$ cat config.mk
export PLATFORM = sky130hd
export DESIGN_NAME = scancode_to_ascii_fifo_core
export DESIGN_NICKNAME = d
export VERILOG_FILES = /design/src/rtl/core/sc2a_pkg.sv /design/src/rtl/core/sc2a_front.sv /design/src/rtl/core/sc2a_queue.sv /design/src/rtl/core/sc2a_back.sv /design/src/rtl/core/scancode_to_ascii_fifo_core.sv
export VERILOG_INCLUDE_DIRS = /design/src /design/src/rtl/core
export SDC_FILE = /design/constraint.sdc
export NUM_CORES = 1
export LEC_CHECK = 0
export BUFFER_PORTS_ARGS = -buffer_cell sky130_fd_sc_hd__buf_2
export CAP_MARGIN = 20
export CORE_ASPECT_RATIO = 1.5
export CORE_MARGIN = 1.5
export CORE_UTILIZATION = 47
export CTS_CLUSTER_DIAMETER = 150
export CTS_CLUSTER_SIZE = 25
export DETAILED_ROUTE_END_ITERATION = 6
export PLACE_DENSITY = 0.65
export SLEW_MARGIN = 10
export SYNTH_ARGS = -nofsm -noshare
export SYNTH_HDL_FRONTEND = slang
export SYNTH_SLANG_ARGS = --single-unit
export TNS_END_PERCENT = 30
$ cat constraint.sdc
create_clock -name clk -period 6.3 [get_ports clk]
set_input_delay 0.945 -clock clk [delete_from_list [all_inputs] [get_ports clk]]
set_output_delay 0.945 -clock clk [all_outputs]
set_load 0.02 [all_outputs]
$ cat src/rtl/core/scancode_to_ascii_fifo_core_assert.svh
// Assertion macros for the keyboard FIFO core back end.
`ifndef SCANCODE_TO_ASCII_FIFO_CORE_ASSERT_SVH
`define SCANCODE_TO_ASCII_FIFO_CORE_ASSERT_SVH

// Checked at every clock edge outside reset.
`define SC2A_CHECK(lbl, prop, msg) \
  lbl: assert property (@(posedge clk) disable iff (rst) prop) else $error(msg);

// Checked at every clock edge, reset included.
`define SC2A_CHECK_ALWAYS(lbl, prop, msg) \
  lbl: assert property (@(posedge clk) prop) else $error(msg);

`endif

$ cat src/rtl/core/sc2a_pkg.sv
// Shared types, constants and character tables of the keyboard FIFO core.
package sc2a_pkg;

  localparam int CAPACITY_DEFAULT = 64;
  localparam int Q_DEPTH          = 2;
  localparam int FILL_W           = 6;

  localparam logic [7:0] KEY_LCTRL  = 8'd29;
  localparam logic [7:0] KEY_LSHIFT = 8'd42;
  localparam logic [7:0] REL_BIT    = 8'h80;
  localparam logic [7:0] KEY_C      = 8'h2E;
  localparam logic [7:0] KEY_R      = 8'h13;
  localparam logic [7:0] KEY_D      = 8'h20;
  localparam logic [7:0] EOF_BYTE   = 8'hFF;

  typedef enum logic [2:0] {
    OP_NONE,
    OP_PUSH,
    OP_CLEAR,
    OP_SAVE,
    OP_READ
  } op_kind_t;

  typedef struct packed {
    op_kind_t   kind;
    logic [7:0] data;
  } op_t;

  typedef enum logic {
    B_IDLE,
    B_LOOKUP
  } back_state_t;

  typedef struct packed {
    logic [6:0]        char_code;
    logic              char_valid;
    logic              end_of_file;
    logic              fifo_empty;
    logic              kill_request;
    logic              save_request;
    logic [FILL_W-1:0] fill_level;
  } result_t;

  function automatic logic [6:0] plain_char(input logic [6:0] lo);
    logic [6:0] c;
    case (lo)
      7'd2:  c = 7'h31;  7'd3:  c = 7'h32;  7'd4:  c = 7'h33;  7'd5:  c = 7'h34;
      7'd6:  c = 7'h35;  7'd7:  c = 7'h36;  7'd8:  c = 7'h37;  7'd9:  c = 7'h38;
      7'd10: c = 7'h39;  7'd11: c = 7'h30;  7'd12: c = 7'h2D;  7'd13: c = 7'h3D;
      7'd14: c = 7'h08;  7'd15: c = 7'h20;  7'd16: c = 7'h71;  7'd17: c = 7'h77;
      7'd18: c = 7'h65;  7'd19: c = 7'h72;  7'd20: c = 7'h74;  7'd21: c = 7'h79;
      7'd22: c = 7'h75;  7'd23: c = 7'h69;  7'd24: c = 7'h6F;  7'd25: c = 7'h70;
      7'd26: c = 7'h5B;  7'd27: c = 7'h5D;  7'd28: c = 7'h0A;  7'd30: c = 7'h61;
      7'd31: c = 7'h73;  7'd32: c = 7'h64;  7'd33: c = 7'h66;  7'd34: c = 7'h67;
      7'd35: c = 7'h68;  7'd36: c = 7'h6A;  7'd37: c = 7'h6B;  7'd38: c = 7'h6C;
      7'd39: c = 7'h3B;  7'd40: c = 7'h27;  7'd43: c = 7'h5C;  7'd44: c = 7'h7A;
      7'd45: c = 7'h78;  7'd46: c = 7'h63;  7'd47: c = 7'h76;  7'd48: c = 7'h62;
      7'd49: c = 7'h6E;  7'd50: c = 7'h6D;  7'd51: c = 7'h2C;  7'd52: c = 7'h2E;
      7'd53: c = 7'h2F;  7'd55: c = 7'h2A;  7'd57: c = 7'h20;
      default: c = 7'h00;
    endcase
    return c;
  endfunction

  function automatic logic [6:0] shift_char(input logic [6:0] lo);
    logic [6:0] c;
    case (lo)
      7'd2:  c = 7'h21;  7'd3:  c = 7'h40;  7'd4:  c = 7'h23;  7'd5:  c = 7'h24;
      7'd6:  c = 7'h25;  7'd7:  c = 7'h5E;  7'd8:  c = 7'h26;  7'd9:  c = 7'h2A;
      7'd10: c = 7'h28;  7'd11: c = 7'h29;  7'd12: c = 7'h5F;  7'd13: c = 7'h2B;
      7'd14: c = 7'h08;  7'd15: c = 7'h20;  7'd16: c = 7'h51;  7'd17: c = 7'h57;
      7'd18: c = 7'h45;  7'd19: c = 7'h52;  7'd20: c = 7'h54;  7'd21: c = 7'h59;
      7'd22: c = 7'h55;  7'd23: c = 7'h49;  7'd24: c = 7'h4F;  7'd25: c = 7'h50;
      7'd26: c = 7'h7B;  7'd27: c = 7'h7D;  7'd28: c = 7'h0A;  7'd30: c = 7'h41;
      7'd31: c = 7'h53;  7'd32: c = 7'h44;  7'd33: c = 7'h46;  7'd34: c = 7'h47;
      7'd35: c = 7'h48;  7'd36: c = 7'h4A;  7'd37: c = 7'h4B;  7'd38: c = 7'h4C;
      7'd39: c = 7'h3B;  7'd40: c = 7'h22;  7'd43: c = 7'h7C;  7'd44: c = 7'h5A;
      7'd45: c = 7'h58;  7'd46: c = 7'h43;  7'd47: c = 7'h56;  7'd48: c = 7'h42;
      7'd49: c = 7'h4E;  7'd50: c = 7'h4D;  7'd51: c = 7'h3C;  7'd52: c = 7'h3E;
      7'd53: c = 7'h3F;  7'd55: c = 7'h2A;  7'd57: c = 7'h20;
      default: c = 7'h00;
    endcase
    return c;
  endfunction

endpackage

$ cat src/rtl/core/sc2a_front.sv
// Front end: accepts items, tracks ctrl and shift, and classifies each item into an operation.
module sc2a_front (
  input  logic            clk,
  input  logic            rst,
  input  logic            in_valid,
  output logic            in_ready,
  input  logic            cmd,
  input  logic [7:0]      scancode,
  input  logic            q_ready,
  output logic            op_valid,
  output sc2a_pkg::op_t   op
);

  logic ctrl_held;
  logic ctrl_held_next;
  logic shift_held;
  logic shift_held_next;
  logic accept;
  logic [7:0] stored_byte;

  assign in_ready    = q_ready;
  assign op_valid    = in_valid;
  assign accept      = in_valid && q_ready;
  assign stored_byte = shift_held ? (scancode | sc2a_pkg::REL_BIT) : scancode;

  always_comb begin
    ctrl_held_next  = ctrl_held;
    shift_held_next = shift_held;
    op.kind         = sc2a_pkg::OP_NONE;
    op.data         = stored_byte;
    if (cmd) begin
      op.kind = sc2a_pkg::OP_READ;
    end else if (scancode[7] == 1'b0) begin
      if (scancode == sc2a_pkg::KEY_LCTRL) begin
        ctrl_held_next = 1'b1;
      end else if (scancode == sc2a_pkg::KEY_LSHIFT) begin
        shift_held_next = 1'b1;
      end else if (ctrl_held) begin
        if (scancode == sc2a_pkg::KEY_C) begin
          op.kind = sc2a_pkg::OP_CLEAR;
        end else if (scancode == sc2a_pkg::KEY_R) begin
          op.kind = sc2a_pkg::OP_SAVE;
        end else if (scancode == sc2a_pkg::KEY_D) begin
          op.kind = sc2a_pkg::OP_PUSH;
          op.data = sc2a_pkg::EOF_BYTE;
        end
      end else if (sc2a_pkg::plain_char(scancode[6:0]) != 7'h00 ||
                   stored_byte == sc2a_pkg::EOF_BYTE) begin
        op.kind = sc2a_pkg::OP_PUSH;
      end
    end else begin
      if (scancode == (sc2a_pkg::KEY_LCTRL | sc2a_pkg::REL_BIT)) begin
        ctrl_held_next = 1'b0;
      end else if (scancode == (sc2a_pkg::KEY_LSHIFT | sc2a_pkg::REL_BIT)) begin
        shift_held_next = 1'b0;
      end
    end
  end

  always_ff @(posedge clk) begin
    if (rst) begin
      ctrl_held  <= 1'b0;
      shift_held <= 1'b0;
    end else if (accept) begin
      ctrl_held  <= ctrl_held_next;
      shift_held <= shift_held_next;
    end
  end

endmodule

$ cat src/rtl/core/sc2a_queue.sv
// Short operation queue between the front end and the back end.
module sc2a_queue (
  input  logic          clk,
  input  logic          rst,
  input  logic          in_valid,
  output logic          in_ready,
  input  sc2a_pkg::op_t in_op,
  output logic          out_valid,
  input  logic          out_ready,
  output sc2a_pkg::op_t out_op
);

  localparam int QAW = $clog2(sc2a_pkg::Q_DEPTH);

  sc2a_pkg::op_t entries [sc2a_pkg::Q_DEPTH];
  logic [QAW-1:0] wr_ptr;
  logic [QAW-1:0] rd_ptr;
  logic [QAW:0]   fill;
  logic push;
  logic pop;

  assign in_ready  = fill != (QAW + 1)'(sc2a_pkg::Q_DEPTH);
  assign out_valid = fill != '0;
  assign out_op    = entries[rd_ptr];
  assign push      = in_valid && in_ready;
  assign pop       = out_valid && out_ready;

  always_ff @(posedge clk) begin
    if (push) begin
      entries[wr_ptr] <= in_op;
    end
  end

  always_ff @(posedge clk) begin
    if (rst) begin
      wr_ptr <= '0;
      rd_ptr <= '0;
      fill   <= '0;
    end else begin
      if (push) begin
        wr_ptr <= wr_ptr + 1'b1;
      end
      if (pop) begin
        rd_ptr <= rd_ptr + 1'b1;
      end
      if (push && !pop) begin
        fill <= fill + 1'b1;
      end else if (pop && !push) begin
        fill <= fill - 1'b1;
      end
    end
  end

endmodule

$ cat src/rtl/core/sc2a_back.sv
// Back end: byte store, head and count, table lookup and the result register.
`include "scancode_to_ascii_fifo_core_assert.svh"

module sc2a_back #(
  parameter int CAPACITY = sc2a_pkg::CAPACITY_DEFAULT
) (
  input  logic              clk,
  input  logic              rst,
  input  logic              q_valid,
  output logic              q_ready,
  input  sc2a_pkg::op_t     q_op,
  output logic              out_valid,
  input  logic              out_ready,
  output sc2a_pkg::result_t res
);

  localparam int AW = $clog2(CAPACITY);
  localparam int CW = $clog2(CAPACITY + 1);
  localparam int SW = CW + 1;

  logic [7:0] mem [CAPACITY];
  logic [7:0] rd_data;
  logic [AW-1:0] wr_addr;
  logic mem_we;
  logic mem_re;

  sc2a_pkg::back_state_t state;
  sc2a_pkg::back_state_t state_next;
  logic [AW-1:0] head;
  logic [AW-1:0] head_next;
  logic [CW-1:0] count;
  logic [CW-1:0] count_next;
  logic out_valid_next;
  sc2a_pkg::result_t res_next;
  logic take;
  logic load;
  logic [SW-1:0] addr_sum;
  logic [CW+5:0] count_ext;

  assign take    = q_valid && state == sc2a_pkg::B_IDLE && (!out_valid || out_ready);
  assign q_ready = take;

  assign addr_sum = SW'(head) + SW'(count);
  assign wr_addr  = (addr_sum >= SW'(CAPACITY)) ? AW'(addr_sum - SW'(CAPACITY))
                                                : AW'(addr_sum);

  always_ff @(posedge clk) begin
    if (mem_we) begin
      mem[wr_addr] <= q_op.data;
    end
    if (mem_re) begin
      rd_data <= mem[head];
    end
  end

  always_comb begin
    state_next     = state;
    head_next      = head;
    count_next     = count;
    out_valid_next = out_valid && !out_ready;
    res_next       = res;
    mem_we         = 1'b0;
    mem_re         = 1'b0;
    load           = 1'b0;
    unique case (state)
      sc2a_pkg::B_IDLE: begin
        if (take) begin
          res_next = '0;
          load     = 1'b1;
          unique case (q_op.kind)
            sc2a_pkg::OP_PUSH: begin
              if (count < CW'(CAPACITY - 1)) begin
                mem_we     = 1'b1;
                count_next = count + 1'b1;
              end
            end
            sc2a_pkg::OP_CLEAR: begin
              head_next             = '0;
              count_next            = '0;
              res_next.kill_request = 1'b1;
            end
            sc2a_pkg::OP_SAVE: begin
              res_next.save_request = 1'b1;
            end
            sc2a_pkg::OP_READ: begin
              if (count == '0) begin
                res_next.fifo_empty = 1'b1;
              end else begin
                mem_re     = 1'b1;
                head_next  = (head == AW'(CAPACITY - 1)) ? '0 : head + 1'b1;
                count_next = count - 1'b1;
                load       = 1'b0;
                state_next = sc2a_pkg::B_LOOKUP;
              end
            end
            default: begin
            end
          endcase
        end
      end
      sc2a_pkg::B_LOOKUP: begin
        res_next            = '0;
        load                = 1'b1;
        res_next.char_valid = 1'b1;
        if (rd_data == sc2a_pkg::EOF_BYTE) begin
          res_next.end_of_file = 1'b1;
        end else if (rd_data[7]) begin
          res_next.char_code = sc2a_pkg::shift_char(rd_data[6:0]);
        end else begin
          res_next.char_code = sc2a_pkg::plain_char(rd_data[6:0]);
        end
        state_next = sc2a_pkg::B_IDLE;
      end
      default: begin
        state_next = sc2a_pkg::B_IDLE;
      end
    endcase
    count_ext = (CW + 6)'(count_next);
    if (load) begin
      out_valid_next      = 1'b1;
      res_next.fill_level = count_ext[sc2a_pkg::FILL_W-1:0];
    end
  end

  always_ff @(posedge clk) begin
    if (rst) begin
      state     <= sc2a_pkg::B_IDLE;
      head      <= '0;
      count     <= '0;
      out_valid <= 1'b0;
    end else begin
      state     <= state_next;
      head      <= head_next;
      count     <= count_next;
      out_valid <= out_valid_next;
    end
  end

  always_ff @(posedge clk) begin
    res <= res_next;
  end

  `SC2A_CHECK(a_count_bound, count <= CW'(CAPACITY - 1), "stored count above capacity")
  `SC2A_CHECK(a_lookup_free, state == sc2a_pkg::B_LOOKUP |-> !out_valid, "lookup with busy output")
  `SC2A_CHECK(a_clear_empties, (take && q_op.kind == sc2a_pkg::OP_CLEAR) |=> (count == '0 && head == '0), "clear left bytes")
  `SC2A_CHECK(a_read_lookup, (take && q_op.kind == sc2a_pkg::OP_READ && count != '0) |=> (state == sc2a_pkg::B_LOOKUP && !out_valid), "read did not start lookup")

endmodule

$ cat src/rtl/core/scancode_to_ascii_fifo_core.sv
// Top level of the keyboard scancode to ASCII FIFO core.
//
//   Channel  Handshake             Payload
//   -------  --------------------  ---------------------------------------------
//   input    in_valid, in_ready    cmd, scancode
//   output   out_valid, out_ready  char_code, char_valid, end_of_file,
//                                  fifo_empty, kill_request, save_request,
//                                  fill_level
//
// A key event or a read on an empty store is answered from the back end's idle state; a read
// that pops a byte also passes the lookup state, as the byte store has a registered read port.
// The front end and a two-entry operation queue accept a transaction per cycle while it has room.
// Reset is synchronous and clears the flags, queue, head, count and output valid.
// A stalled output holds the back end; the front end keeps filling the queue until it is full.
module scancode_to_ascii_fifo_core #(
  parameter int CAPACITY = sc2a_pkg::CAPACITY_DEFAULT
) (
  input  logic                        clk,
  input  logic                        rst,
  input  logic                        in_valid,
  output logic                        in_ready,
  input  logic                        cmd,
  input  logic [7:0]                  scancode,
  output logic                        out_valid,
  input  logic                        out_ready,
  output logic [6:0]                  char_code,
  output logic                        char_valid,
  output logic                        end_of_file,
  output logic                        fifo_empty,
  output logic                        kill_request,
  output logic                        save_request,
  output logic [sc2a_pkg::FILL_W-1:0] fill_level
);

  logic              q_in_ready;
  logic              op_valid;
  sc2a_pkg::op_t     op;
  logic              q_valid;
  logic              q_ready;
  sc2a_pkg::op_t     q_op;
  sc2a_pkg::result_t res;

  sc2a_front u_front (
    .clk      (clk),
    .rst      (rst),
    .in_valid (in_valid),
    .in_ready (in_ready),
    .cmd      (cmd),
    .scancode (scancode),
    .q_ready  (q_in_ready),
    .op_valid (op_valid),
    .op       (op)
  );

  sc2a_queue u_queue (
    .clk       (clk),
    .rst       (rst),
    .in_valid  (op_valid),
    .in_ready  (q_in_ready),
    .in_op     (op),
    .out_valid (q_valid),
    .out_ready (q_ready),
    .out_op    (q_op)
  );

  sc2a_back #(
    .CAPACITY (CAPACITY)
  ) u_back (
    .clk       (clk),
    .rst       (rst),
    .q_valid   (q_valid),
    .q_ready   (q_ready),
    .q_op      (q_op),
    .out_valid (out_valid),
    .out_ready (out_ready),
    .res       (res)
  );

  assign char_code    = res.char_code;
  assign char_valid   = res.char_valid;
  assign end_of_file  = res.end_of_file;
  assign fifo_empty   = res.fifo_empty;
  assign kill_request = res.kill_request;
  assign save_request = res.save_request;
  assign fill_level   = res.fill_level;

endmodule

**Yosys cells after proc, flatten, opt, wreduce, memory -nomap -nowiden**

Memory sizes are Yosys's and may differ from the RTL's. A register that Yosys moved wholly into a read port is not among the register bits.
Cells that the tools add are included.

- Output and inout bits: 20
- Memory bits (read-only): 1,344
- Memories: 5
- Bits in writable memories: 534
- Input port bits: 13
- Logic and storage cells: 153
- Bits in registers: 39

- $lt $le $gt $ge: 2
- Equal/unequal tests: 23
- Bitwise gates (word level): 2
- Mux-type cells: 70
- $add $sub $neg: 9
- Reduce and logical (&&, ||, !) cells: 25

Memories:

| memory | words | width | read ports | clocked after Yosys merged registers in | write ports | line | text |
|---|---|---|---|---|---|---|---|
| u_back.mem | 64 | 8 | 1 | 1 | 1 | sc2a_back.sv:21 | `logic [7:0] mem [CAPACITY];` |
| (name not given) | 64 | 7 | 1 | 0 | 0 | sc2a_pkg.sv:67 | `case (lo)` |
| (name not given) | 64 | 7 | 1 | 0 | 0 | sc2a_pkg.sv:46 | `case (lo)` |
| (name not given) | 64 | 7 | 1 | 0 | 0 | sc2a_pkg.sv:46 |  |
| u_queue.entries | 2 | 11 | 1 | 1 | 1 | sc2a_queue.sv:15 | `sc2a_pkg::op_t entries [sc2a_pkg::Q_DEPTH];` |

Operators with widths:

| kind | number |
|---|---|
| $mux 7 | 12 |
| $mux 8 | 5 |
| $mux 6 | 6 |
| $pmux 18 s2 | 1 |
| $mux 11 | 3 |
| $eq 8x8->1 const B | 4 |
| $mux 1 | 31 |
| $eq 8x6->1 const B | 3 |
| $pmux 7 s3 | 1 |
| $mux 18 | 1 |
| $eq 8x5->1 const B | 2 |
| $mux 3 | 4 |
| $pmux 6 s2 | 1 |
| $ne 2x2->1 const B | 5 |
| $reduce_bool 2->1 | 5 |
| $mux 9 | 1 |
| $add 6x7->8 | 1 |
| $ge 8x7->1 const B | 1 |
| $reduce_and 4->1 | 2 |
| $add 7x1->7 const B | 1 |
| $logic_and 1x1->1 | 7 |
| $logic_not 7->1 | 1 |
| $lt 7x6->1 const B | 1 |
| $reduce_bool 7->1 | 1 |
| other kinds (20) | 31 |

**Longest topological paths before layout**

An unclocked memory read counts as a cell.

- Depth in word-level cells: 15
- Mapped depth: 10

**Cells and area by module**

Synthesis repeated with hierarchy kept, for this count alone.

- Cell total of the unflattened synthesis: 1,456
- Area, all modules: 24,845.1 sq um

Modules (own cells, without submodules):

| module | area each (sq um) | sequential area each (sq um) | instances | cells each |
|---|---|---|---|---|
| sc2a_back | 23,078.4 | 16,455.8 | 1 | 1,299 |
| sc2a_queue | 1,012.2 | 760.7 | 1 | 58 |
| sc2a_front | 754.5 | 40.0 | 1 | 99 |

**Worst setup path before layout**

OpenSTA, ideal clock, no wires.

- Path kind: input to register
- From: input port out_ready
- To: memory u_back.mem[0][0], enable pin
- Required time: 5,930 ps
- Library setup time: 370 ps
- Stages: 7
- Arrival: 2,456 ps
- Setup slack: 3,474 ps
- Cells stage by stage: nor2b_1 nor3_2 inv_2 nor2_1 and3b_1 nand2_1 nor2_1

- Cells in the longest elaborated chain, start to end: 6

RTL lines:

| element | line | text |
|---|---|---|
| from (decl) | scancode_to_ascii_fifo_core.sv:25 | `input logic out_ready,` |
| $logic_or 1x1->1 | sc2a_back.sv:40 | `assign take = q_valid && state == sc2a_pkg::B_IDLE && (!out_valid \|\| out_ready);` |
| $logic_and 1x1->1 | sc2a_back.sv:40 |  |
| $mux 1 | sc2a_back.sv:67 | `if (take) begin` |
| $mux 1 | sc2a_back.sv:65 | `unique case (state)` |
| $mux 1 | sc2a_back.sv:48 | `if (mem_we) begin` |
| $mux 1 (implied by the code) | sc2a_back.sv:49 | `mem[wr_addr] <= q_op.data;` |
| to (decl) | sc2a_back.sv:21 |  |

No other way between the ends.

==> results.ini <==
[pwr]
ir_worst_vdd_v = 0.000255
netSwitchingFraction_pct = 25.2
p_int_uw = 5730
clkPwrFrac_pct = 25.6
switchingPower_uw = 1930
pwr-share-seq_pct = 61.6
power_density_nw_per_um2 = 292
p_leak_uw = 0.00797
p_comb_share_pct = 12.8

[floorplan]
rows = 102
io_pins = 33
die_height_um = 284
die_x_um = 190
die-area_um2 = 53900
initial_core_util_pct = 47.7
core_um2 = 51700

[synth]
synthTopCellsByArea = edfxtp_1, mux4_2, nor2_1, dfxtp_1, ha_1
yosysTopAreaCellShare_pct = 68.1
yosys.cell_types.count = 73
synthArstFlopShare_pct = 0
synth.avg_cell_area_um2 = 17.4
yosys_warnings = 0
synth_edf_count = 560
netlist_instances = 1422
syn-cell-area_um2 = 24700
yosys_register_bits = 582
yosysTopAreaCell = edfxtp_1
syn_nets = 1465
yosysSeqAreaShare_pct = 69.9
synth_ff_type = edfxtp_1

[final_layout]
fin_util_pct = 50.7
area_growth_pct = 6.26
layout-drive-gt1-share_pct = 16.7
seqCellArea_um2 = 17300
final_nets = 1469
diodes = 0
multiInputGateArea_um2 = 6960
fillers = 4114

[sta]
hold_viol_final = 0
fin_crit_sh_pct = 61.7
final.setup.tns_ns = 0
fmax_ghz = 0.257
rsz0062_at_grt = false
fin_skew_ns = 0.0273
final-setup-viol-count = 0
fin_crit_ns = 3.89
worst_pin_slew_ns = 0.972
slew_violations = 0
worst_slew_margin_rel_pct = 34.9

[detailed_routing]
first_pass_iters = 5
drt-vias-per-instance = 6.12
vias = 12995
drc = 0
drt-total-wl_um = 54400
drtAntennaViolNets = 0
drt_iter0_markers = 1200
wl_per_cell_um = 25.6

[critical_path]
path_class = reg -> reg
critPathCaptureType = flip-flop
required_ns = 6.52
worst-path-max-fanout = 20
cp.arrival_ns = 4.11
r2r-end = u_back.mem[33][6]
r2r_setup_slack_ns = 2.41
startpoint_type = flip-flop
reg2regPathDepth = 6

[clock_network]
root_buffer = clkbuf_16
htreeDepth = 1
worstSkewPairLatency_ns = 0.59
cts_tree = done
clock-sinks = 582
cts.clk_slew.worst_paths_ns = 0.10
ctsHoldBuffers = 0
cts.repair.resized = 0
cts_buffer_depth = 3
cts_setup_buffers = 0
cts_buffers = 27

[outcome]
status = finished, final reports clean

[placed_design]
io_buffers = 32
dpl.hpwl_um = 35000
gp_congestion = 0.877

[run]
maxCapViolCount = 0

[global_routing]
grt_start_max_net_pins = 93
track_usage_pct = 20.6
grt_first_pass_wirelength_um = 83600
antenna_found_initial = 1
overflow = 0
grt_pass1_vias = 13209

[min_path]
worstHoldStart = u_front.shift_held
hold_path_end = u_front.shift_held
holdPathStages = 2
hold_class = reg -> reg

registers in the layout, indices dropped and copies added, names as in the netlist, named ones only:
signal,flops
u_front.ctrl_held,1
u_queue.entries,22
u_back.count,7
u_front.shift_held,1
u_back.state,1
u_back.res,18
u_back.rd_data,8
u_queue.rd_ptr,1
u_back.mem,512
u_queue.fill,2
u_back.out_valid,1
u_queue.wr_ptr,1
u_back.head,6
logic make-up after synthesis:
kind of cell	count (synthesis)	share of synthesized area [%]
muxes	183	14.4
xor gates and xnor gates	15	0.532
adders and majority gates	30	1.55
and+or+nand+nor	316	5.99
AOI/OAI and AO/OA	202	5.72
buffers and inverters	94	1.86
DFF	582	69.9
layer usage:
layer / vias to the layer above / GRT usage (%) / share of wire, %
li1: 5732 / - / -
met4: 2 / 7.24 / 3.6
met3: 99 / 1.81 / 4.0
met5: - / 0 / 0.024
met2: 401 / 36.9 / 53
met1: 6761 / 26.0 / 39
area by class of cell:
class                   instances  area share, %
clock inverters                 1         0.0763
multi-input cells             746           26.6
clock buffers                  48           2.88
repair buffers                 49           1.15
flip-flops and latches        582           65.8
inverters                      20          0.286
well taps                     676           3.23
worst max-delay path, cell delays in order (launching register included):
cell	delay, ns
dfxtp_1	0.84
mux2i_1	0.50
o21ai_0	0.34
a21oi_1	0.29
and3_1	0.28
nand2_1	0.51
nor2_1	0.75
cells in the mapped netlist (all sizes together) (11+ instances only):
cell / instances
edfxtp: 560
mux4: 137
nor2: 134
nand2: 70
o21ai: 40
clkbuf: 39
buf: 35
mux2i: 35
a21oi: 34
ha: 29
a22oi: 25
nand3: 23
dfxtp: 22
nor3: 20
inv: 17
nor2b: 15
o221ai: 15
mux2: 11
o22ai: 11
how the worst max path moves through the flow:
stage	startpoint	endpoint
finish	flip-flop	u_back.mem[33][6]
detailed placement	out_ready	u_back.mem[56][4]
floorplan	out_ready	u_back.mem[0][0]
global route	flip-flop	u_back.mem[57][0]
global placement	out_ready	u_back.mem[9][5]
CTS	u_back.head[1]	u_back.mem[7][4]
power groups by stage:
stage	Sequential, uW	Combinational, uW	Clock, uW
6_report	4710	979	1960
5_1_grt	4730	1080	2120
4_1_cts	4720	1010	2000
3_5_place_dp	4810	1000	0
3_3_place_gp	4800	980	0
2_1_floorplan	4850	542	0
metrics by stage:
stage	cells	area, um2	hold slack (ns)	setup slack, ns	total power [uW]
3_5_place_dp	2073	25400	0.505	2.38	5810
6_report	2122	26200	0.508	2.41	7650
4_1_cts	2122	26200	0.519	2.43	7730
2_1_floorplan	1422	24700	0.406	3.47	5390
5_1_grt	2122	26200	0.579	2.23	7930
3_3_place_gp	2073	25400	0.485	2.50	5780
layout by cell type (no fill, tap or decap), types with 5 or more instances in the layout:
cell type and count:
xnor2_1 6, o211ai_1 8, nand2b_1 8, mux2i_1 35
a221oi_1 8, o21ai_0 39, mux4_2 137, inv_1 16
edfxtp_1 560, a21oi_1 34, and3_1 6, buf_2 32
nand4_1 6, clkbuf_1 21, buf_4 16, clkbuf_16 27
o22ai_1 11, and2_1 7, a31oi_1 7, ha_1 29
nor2b_1 15, nor3_1 19, nor2_1 134, a22oi_1 25
mux2_2 11, dfxtp_1 20, xor2_1 9, a21o_1 7
a211oi_1 10, nand3_1 19, nor4_1 6, nor3b_1 5
nand2_1 70, o221ai_1 15
Note: power is estimated with default switching activity, not from simulation.
